==> src/rtl/rrsp_queue.sv <==
// short fifo between the corner front end and the cordic back end
module rrsp_queue #(
    parameter int WIDTH = 8,
    parameter int DEPTH = 8
) (
    input  logic                       aclk,
    input  logic                       aresetn,
    input  logic                       push_valid,
    input  logic [WIDTH-1:0]           push_data,
    input  logic                       pop,
    output logic                       out_valid,
    output logic [WIDTH-1:0]           out_data,
    output logic [$clog2(DEPTH+1)-1:0] count
);
    localparam int PTR_W = (DEPTH > 1) ? $clog2(DEPTH) : 1;
    localparam int CNT_W = $clog2(DEPTH + 1);

    logic [WIDTH-1:0] mem_reg [0:DEPTH-1];
    logic [PTR_W-1:0] wr_ptr_reg, rd_ptr_reg;
    logic [CNT_W-1:0] count_reg;
    logic             do_pop;

    assign do_pop    = pop && (count_reg != '0);
    assign out_valid = (count_reg != '0);
    assign out_data  = mem_reg[rd_ptr_reg];
    assign count     = count_reg;

    always_ff @(posedge aclk) begin
        if (push_valid) begin
            mem_reg[wr_ptr_reg] <= push_data;
        end
    end

    always_ff @(posedge aclk) begin
        if (!aresetn) begin
            wr_ptr_reg <= '0;
            rd_ptr_reg <= '0;
            count_reg  <= '0;
        end else begin
            if (push_valid) begin
                wr_ptr_reg <= (wr_ptr_reg == PTR_W'(DEPTH - 1)) ? '0 : wr_ptr_reg + 1'b1;
            end
            if (do_pop) begin
                rd_ptr_reg <= (rd_ptr_reg == PTR_W'(DEPTH - 1)) ? '0 : rd_ptr_reg + 1'b1;
            end
            count_reg <= count_reg + CNT_W'(push_valid) - CNT_W'(do_pop);
        end
    end

    a_no_overflow: assert property (@(posedge aclk) disable iff (!aresetn)
        push_valid |-> (count_reg < CNT_W'(DEPTH)))
        else $error("queue written while full");

endmodule

==> config.mk <==
export PLATFORM = sky130hd
export DESIGN_NAME = rrsp_queue
export DESIGN_NICKNAME = d
export VERILOG_FILES = /design/src/rtl/rrsp_queue.sv
export SDC_FILE = /design/constraint.sdc
export NUM_CORES = 1
export LEC_CHECK = 0
export ABC_AREA = 1
export ABC_CLOCK_PERIOD_IN_PS = 1650
export BUFFER_PORTS_ARGS = -buffer_cell sky130_fd_sc_hd__buf_2
export CAP_MARGIN = 5
export CORE_MARGIN = 1
export CORE_UTILIZATION = 35
export DETAILED_ROUTE_END_ITERATION = 7
export GPL_ROUTABILITY_DRIVEN = 0
export PLACE_DENSITY = 0.54
export RECOVER_POWER = 100
export SYNTH_ARGS = -nofsm -noshare
export SYNTH_HDL_FRONTEND = slang
export SYNTH_SLANG_ARGS = --single-unit
export TNS_END_PERCENT = 50
==> constraint.sdc <==
create_clock -name aclk -period 1.65 [get_ports aclk]
set_input_delay 0.2475 -clock aclk [delete_from_list [all_inputs] [get_ports aclk]]
set_output_delay 0.2475 -clock aclk [all_outputs]
set_load 0.02 [all_outputs]
# After elaboration in Yosys (flattened, before gate mapping)
# Memories as Yosys holds them, arrays and structs flattened. A register that Yosys moved wholly into a read port is not among the register bits.
# Cells that the tools add are included.
[classes]
muxes = 6
addsub = 4
eq_ne = 2
n_reduce_logical = 2
[op_table]
columns = ["operator", "count"]
rows = [
  ["2-to-1 mux 3 bit", 4],
  ["adder 3 x 1 -> 3 bit, second input constant", 2],
  ["equality test 3 bit, second input constant", 2],
  ["adder 4 x 1 -> 4 bit", 1],
  ["nonzero test 4 bit", 1],
  ["subtractor 4 x 1 -> 4 bit", 1],
  ["2-to-1 mux 1 bit", 2],
  ["logical AND 1 bit", 1],
]
[totals]
mem_count = 1
inputBits = 12
word_cells = 18
out_inout_bits = 13
ram_bits = 64
reg_bits = 10
[memory_table]
columns = ["memory", "depth", "width", "read_ports", "rd_clocked_by_memory_dff", "write_ports", "line_no", "source"]
rows = [
  ["mem_reg", 8, 8, 1, 1, 1, "18", "logic [WIDTH-1:0] mem_reg [0:DEPTH-1];"],
]

# Depth between registers and ports, before layout
# Gate-level depths: netlist (run 1).
[logic_depth]
word_depth = 4
mapped_depth = 10
ltp_nobuf = 10

# Worst setup path before layout (run 1)
# No wires, ideal clock.
[synth_path]
path_type = "register to register"
from = "register count_reg[2], in the netlist count[2]"
to = "register count_reg[1], in the netlist count[1]"
setup_slack_ps = -404
path_buffers = 0
path_stages_with_launch = 10
period_less_slack_ps = 2054
setup_time_ps = 109
t_arrival_ps = 1945
required_time_ps = 1541
cell_sequence = "dfxtp_1 inv_1 ha_1 nand2_1 nand3_1 o21ai_0 ha_1 fa_1 nand2_1 inv_1"
[synth_between]
elab_chain_len = 3
[synth_rtl]
columns = ["element", "line_no", "source"]
rows = [
  ["from (decl)", "20", "logic [CNT_W-1:0] count_reg;"],
  ["from (signal assigned)", "46", "count_reg <= count_reg + CNT_W'(push_valid) - CNT_W'(do_pop);"],
  ["nonzero test 4 bit", "n/a", ""],
  ["net out_valid", "11", "output logic out_valid,"],
  ["logical AND 1 bit", "23", "assign do_pop = pop && (count_reg != '0);"],
  ["subtractor 4 x 1 -> 4 bit", "46", ""],
]
# The timed path passes the listed nets, and every way through them passes these cells.
# A chain may end at the register's enable or synchronous reset.

# Worst setup path in the final report (run 1)
[layout_path]
from = "register count_reg[2], in the netlist count[2]"
to = "register count_reg[1], in the netlist count[1]"
[layout_between]
elab_chain_len = 3
[layout_rtl]
columns = ["element", "line_no"]
rows = [
  ["nonzero test 4 bit", "23"],
  ["logical AND 1 bit", "23"],
  ["subtractor 4 x 1 -> 4 bit", "46"],
]
# Every way passes these cells.

==> results of run 1 <==
==> critical path: cells and delay by family (launching register included) <==
| family | cells | cell delay (ns) |
|---|---|---|
| AO/OA/AOI/OAI | 1 | 0.07 |
| AND/OR/NAND/NOR | 3 | 0.19 |
| flip-flops | 1 | 0.34 |
| adder cells (fa/ha/maj) | 3 | 0.87 |
| buffers and inverters | 2 | 0.16 |
==> cells by family (layout without fill, tap and decap cells) <==
family	count (synthesis)	count (layout)	share of synthesized area [%]
and+or+nand+nor	180	180	21.31
xor gates and xnor gates	1	1	0.2487
AOI/OAI and AO/OA	9	9	1.279
buffers and inverters	93	138	11.79
adders and majority gates	9	9	3.410
DFF	77	77	61.95
==> cell usage in the layout, fill, tap and decap left out, types with 8 or more instances in the layout <==
| cell | instances |
|---|---|
| edfxtp_1 | 64 |
| nand2_1 | 112 |
| inv_1 | 78 |
| dfxtp_1 | 8 |
| clkbuf_8 | 9 |
| nand3_1 | 36 |
| buf_2 | 12 |
| clkbuf_1 | 22 |
| nor2_1 | 18 |
| nand2_2 | 10 |
==> area by class of cell <==
type                            count  share of cell area, %
Clock buffer                        9                  3.013
Timing Repair Buffer               41                  5.113
Tap cell                          133                  4.047
Multi-Input combinational cell    199                  23.89
Inverter                           81                  7.760
Sequential cell                    77                  53.41
Clock inverter                      7                  2.769
==> per-layer routing <==
metal | up-vias | track usage (%)
li1 | 1223 | -
met1 | 1073 | 18.62
met2 | 32 | 24.94
met3 | 7 | 3.694
met4 | 0 | 4.945
met5 | - | 0
==> synth_stat cells (all sizes together) <==
master	instances	share of area, %
inv	81	8.7
nand3b	1	0.21
fa	1	0.57
xnor2	1	0.25
a21oi	7	0.99
nor2	19	2.0
dfxtp	13	7.4
o21ai	2	0.28
nand3	37	5.3
edfxtp	64	55
ha	8	2.8
nand2	123	14
buf	12	3.1
==> final timing paths <==
check	from	to	slack, ns	cells after the start
setup reg to reg	count[2]	count[1]	-0.04	9
setup / recovery	count[2]	count[1]	-0.04	9
hold / removal	push_valid	wr_ptr_reg[0]	0.20	3
hold reg to reg	wr_ptr_reg[0]	wr_ptr_reg[0]	0.49	2
==> power breakdown <==
group          switching, mW  internal (mW)  leakage (nW)  total, mW
sequential             0.102           2.25         0.692       2.36
clock                  0.667          0.999         0.123       1.67
combinational           1.16          0.679          1.05       1.84
total                   1.93           3.93          1.86       5.86
==> timing repair <==
item / CTS / global route
pin swaps: 1 / 1
endpoints found under the setup margin: 9 / 10
gates resized for setup: 12 / 1
hold buffers: 0 / 0
==> metrics by stage <==
step,hold slack (ns),util (%)
floorplan,0.3464,-
global placement,0.4782,39.84
detailed placement,0.4850,39.84
CTS,0.1623,42.65
global route,0.2146,42.06
finish,0.1972,42.06
==> results.json, run 1 <==
{
  "cts_made_buffers": 9,
  "netlist_area_sq_mm": 0.003522,
  "start_util_pct": 36.03,
  "post_drt_wl_per_cell_microns": 12.63,
  "ir_worst_vdd_mv": 0.7308,
  "met3WireLength_microns": 291,
  "leakagePower_nw": 1.861,
  "cpMostUsedCell": "inv_1",
  "num_vias": 2335,
  "netlist_instances": 369,
  "dr.pass1.iters": 4,
  "setup_viol": 4,
  "dp_cells": 531,
  "drtIter0Drc": 93,
  "viasPerCell": 4.269,
  "clockBufferDepth": 2,
  "rsz0062_at_grt": "yes",
  "cts_setup_buffers": 0,
  "final.setup_skew_ns": 0.005906,
  "drive_gt1_share_pct": 14.73,
  "status": "finished with violations",
  "min_path_type": "input pin to register",
  "clock_sink_count": 77,
  "crit_path_start_kind": "register",
  "synth.avg_cell_area_sq_um": 9.545,
  "nets": 430,
  "n_antenna_cell": 0,
  "synth_seq_area_share_pct": 61.95,
  "post-route-period-util_pct": 102.2,
  "layout_setup_ws_ns": -0.03666,
  "hold_viol": 0,
  "maxCapViolCount": 0,
  "dieWidth_microns": 102.3,
  "synth.distinct_cells": 19,
  "worstSetupPathType": "register to register",
  "total_power_mw": 5.859,
  "dieArea_sq_mm": 0.01047,
  "n_fill_cell": 986,
  "endpoint_kind": "register",
  "final-instance-count-excl-fill": 547,
  "regArea_sq_mm": 0.002196,
  "pre_cts_ws_ns": 0.01683,
  "grt_usage_pct": 14.81,
  "crit_fanout": 3,
  "yosysWarnings": 0,
  "dp_hpwl_microns": 4468,
  "clock_latency_ns": 0.34,
  "largest_reg_flops": 64,
  "met1_length_microns": 3194,
  "post_dp_cell_area_sq_mm": 0.003894,
  "timing.fmax_ghz": 0.5929,
  "drtAntennaViolNets": 0,
  "slowest_delay_ns": 0.51,
  "grt_pass1_vias": 2203,
  "slew_viol_final": 0,
  "setup_tns_ns": -0.07762,
  "grt_pass1_wl_microns": 11270,
  "wl_microns": 6908,
  "die_h_microns": 102.3,
  "post-route-drc-count": 0,
  "rows": 36,
  "path_cells": "inv_1 -> ha_4 -> nand2_8 -> nand3_2 -> o21ai_2 -> ha_2 -> fa_2 -> nand2_1 -> inv_1",
  "tightest_slew_ns": 0.6239,
  "critPathSlowestCell": "fa_2",
  "postLayoutCellArea_sq_mm": 0.004111,
  "synthesis.nets": 390,
  "violations": "setup timing",
  "cts_tree": "done",
  "ys_ff_latch": 77,
  "fin_crit_ns": 1.687,
  "slew_headroom_pct": 58.40,
  "powerDensity_mw_per_mm2": 1425,
  "required_ns": 1.93,
  "grt_max_degree": 33,
  "cts_root_buf": "clkbuf_8",
  "ios": 25,
  "multi_input_comb_area_sq_um": 982.2,
  "cts.clk_slew.worst_paths_ns": 0.08,
  "overflow": 0,
  "antenna_found_initial": 0,
  "top_layer_used": "met4",
  "core_sq_mm": 0.009774,
  "worstPathArrival_ns": 1.97,
  "flow.area_growth_from_synthesis_pct": 16.73,
  "io_buffers": 24,
  "h-tree-depth": 3,
  "routed-wl-met2_microns": 3354
}
Note: power is estimated with default switching activity, not from simulation.
==> run 2: changes to the inputs <==
Settings changed: CELL_PAD_IN_SITES_DETAIL_PLACEMENT from default to 1, CELL_PAD_IN_SITES_GLOBAL_PLACEMENT from default to 2, CORE_UTILIZATION 35 to 34, MAX_ROUTING_LAYER from default to met4, PLACE_DENSITY 0.54 to 0.75.
==> results.json, run 2 (same netlist as run 1, synthesis figures left out) <==
{
  "crit_fanout": 18,
  "dp_cells": 528,
  "clock_sink_count": 77,
  "dieArea_sq_mm": 0.01077,
  "maxCapViolCount": 0,
  "drtAntennaViolNets": 0,
  "internal_power_mw": 3.958,
  "final_common_cell": "nand2_1",
  "clockBufferDepth": 2,
  "core_sq_mm": 0.009910,
  "worstSetupPathType": "register to output pin",
  "post_drt_wl_per_cell_microns": 14.26,
  "rows": 36,
  "grt_pass1_wl_microns": 12610,
  "timing.fmax_ghz": 0.5947,
  "n_antenna_cell": 0,
  "cts_made_buffers": 9,
  "cts_root_buf": "clkbuf_8",
  "crit_path_start_kind": "register",
  "dr.pass1.iters": 4,
  "power_frac_seq_pct": 39.6,
  "num_vias": 2409,
  "cts.clk_slew.worst_paths_ns": 0.08,
  "endpoint_kind": "output pin",
  "worstPathArrival_ns": 1.43,
  "start_util_pct": 35.54,
  "wl_microns": 7756,
  "fin_crit_ns": 1.681,
  "regToRegSetupSlack_ns": -0.03,
  "power_frac_clock_pct": 28.8,
  "required_ns": 1.40,
  "swShare_pct": 33.78,
  "post-route-period-util_pct": 101.9,
  "rsz0062_at_grt": "yes",
  "powerDensity_mw_per_mm2": 1452,
  "nets": 427,
  "die_h_microns": 103.8,
  "h-tree-depth": 3,
  "slew_headroom_pct": 60.60,
  "flow.area_growth_from_synthesis_pct": 16.91,
  "slew_viol_final": 0,
  "grt_usage_pct": 15.97,
  "viasPerCell": 4.428,
  "violations": "setup timing",
  "final-instance-count-excl-fill": 544,
  "layout_setup_ws_ns": -0.03145,
  "hold_viol": 0,
  "cts_setup_buffers": 0,
  "grt_pass1_vias": 2460,
  "grt_max_degree": 33,
  "dp_hpwl_microns": 5079,
  "post-route-drc-count": 0,
  "ios": 25,
  "io_buffers": 24,
  "mostFrequentLayoutCells": "nand2_1, inv_1, edfxtp_1, nand3_1, nor2_1",
  "setup_viol": 5,
  "drtIter0Drc": 73,
  "status": "finished with violations",
  "total_power_mw": 5.977,
  "leakagePower_nw": 1.870,
  "dieWidth_microns": 103.8,
  "largest_reg_flops": 64,
  "drive_gt1_share_pct": 16.30,
  "final.setup_skew_ns": 0.007894,
  "min_path_type": "input pin to register",
  "clock_latency_ns": 0.35,
  "cts_tree": "done",
  "pre_cts_ws_ns": -0.008318,
  "p_switching_mw": 2.019,
  "tightest_slew_ns": 0.5910,
  "antenna_found_initial": 0,
  "power_frac_comb_pct": 31.6,
  "overflow": 0,
  "ir_worst_vdd_mv": 0.5902
}
-- run 2: per-stage QoR --
stage / hold WS (ns) / util, % / instance area [sq um] / setup TNS (ns)
3_5_place_dp: 0.4996 / 39.07 / 3871 / -0.008318
5_1_grt: 0.2157 / 41.55 / 4118 / -0.9815
3_3_place_gp: 0.4832 / 39.07 / 3871 / 0
4_1_cts: 0.1519 / 41.96 / 4158 / -0.1881
2_1_floorplan: 0.3464 / - / 3588 / 0
6_report: 0.2088 / 41.55 / 4118 / -0.09912
-- run 2: worst paths after layout --
kind | startpoint | end | cells after the start
max | register | out_data[2] | 7
min | aresetn | count[0] | 3
max reg2reg | count[2] | count[1] | 9
min reg2reg | wr_ptr_reg[0] | wr_ptr_reg[0] | 2
-- run 2: what timing repair did --
action | 4_1_cts | 5_1_grt
pin swaps | 2 | 0
hold buffers | 0 | 0
setup endpoints to repair | 10 | 10
cloned | 0 | 0
resized for setup | 14 | 2
-- run 2: layout make-up --
class                   instances  area [sq um]
fillers                      1164          5792
clock inverters                 6         111.4
multi-input cells             199         984.7
repair buffers                 38         210.2
well taps                     133         166.4
clock buffers                  10         127.6
flip-flops and latches         77          2196
inverters                      81         321.6
-- run 2: power groups by stage --
stage                     sequential, mW  clock [mW]  combinational (mW)
final                               2.36        1.72                1.89
after global routing                2.38        1.84                2.12
after CTS                           2.37        1.75                1.97
after detailed placement            2.38           0                1.88
after global placement              2.37           0                1.84
after floorplan                     2.40           0                1.38
-- run 2: metal layers --
layer	routed length (microns)	GRT usage, %
met1	3673	19.59
met3	169	2.580
met2	3745	26.03
met5	0	-
met4	167	7.143
-- run 2: critical path, stage by stage (launching register included) --
cell and delay, ns:
dfxtp_4 0.43, buf_12 0.17, nand2_1 0.06, nand3_1 0.09, nand2_1 0.06, nand2_1 0.05
nand2_1 0.07, buf_2 0.16
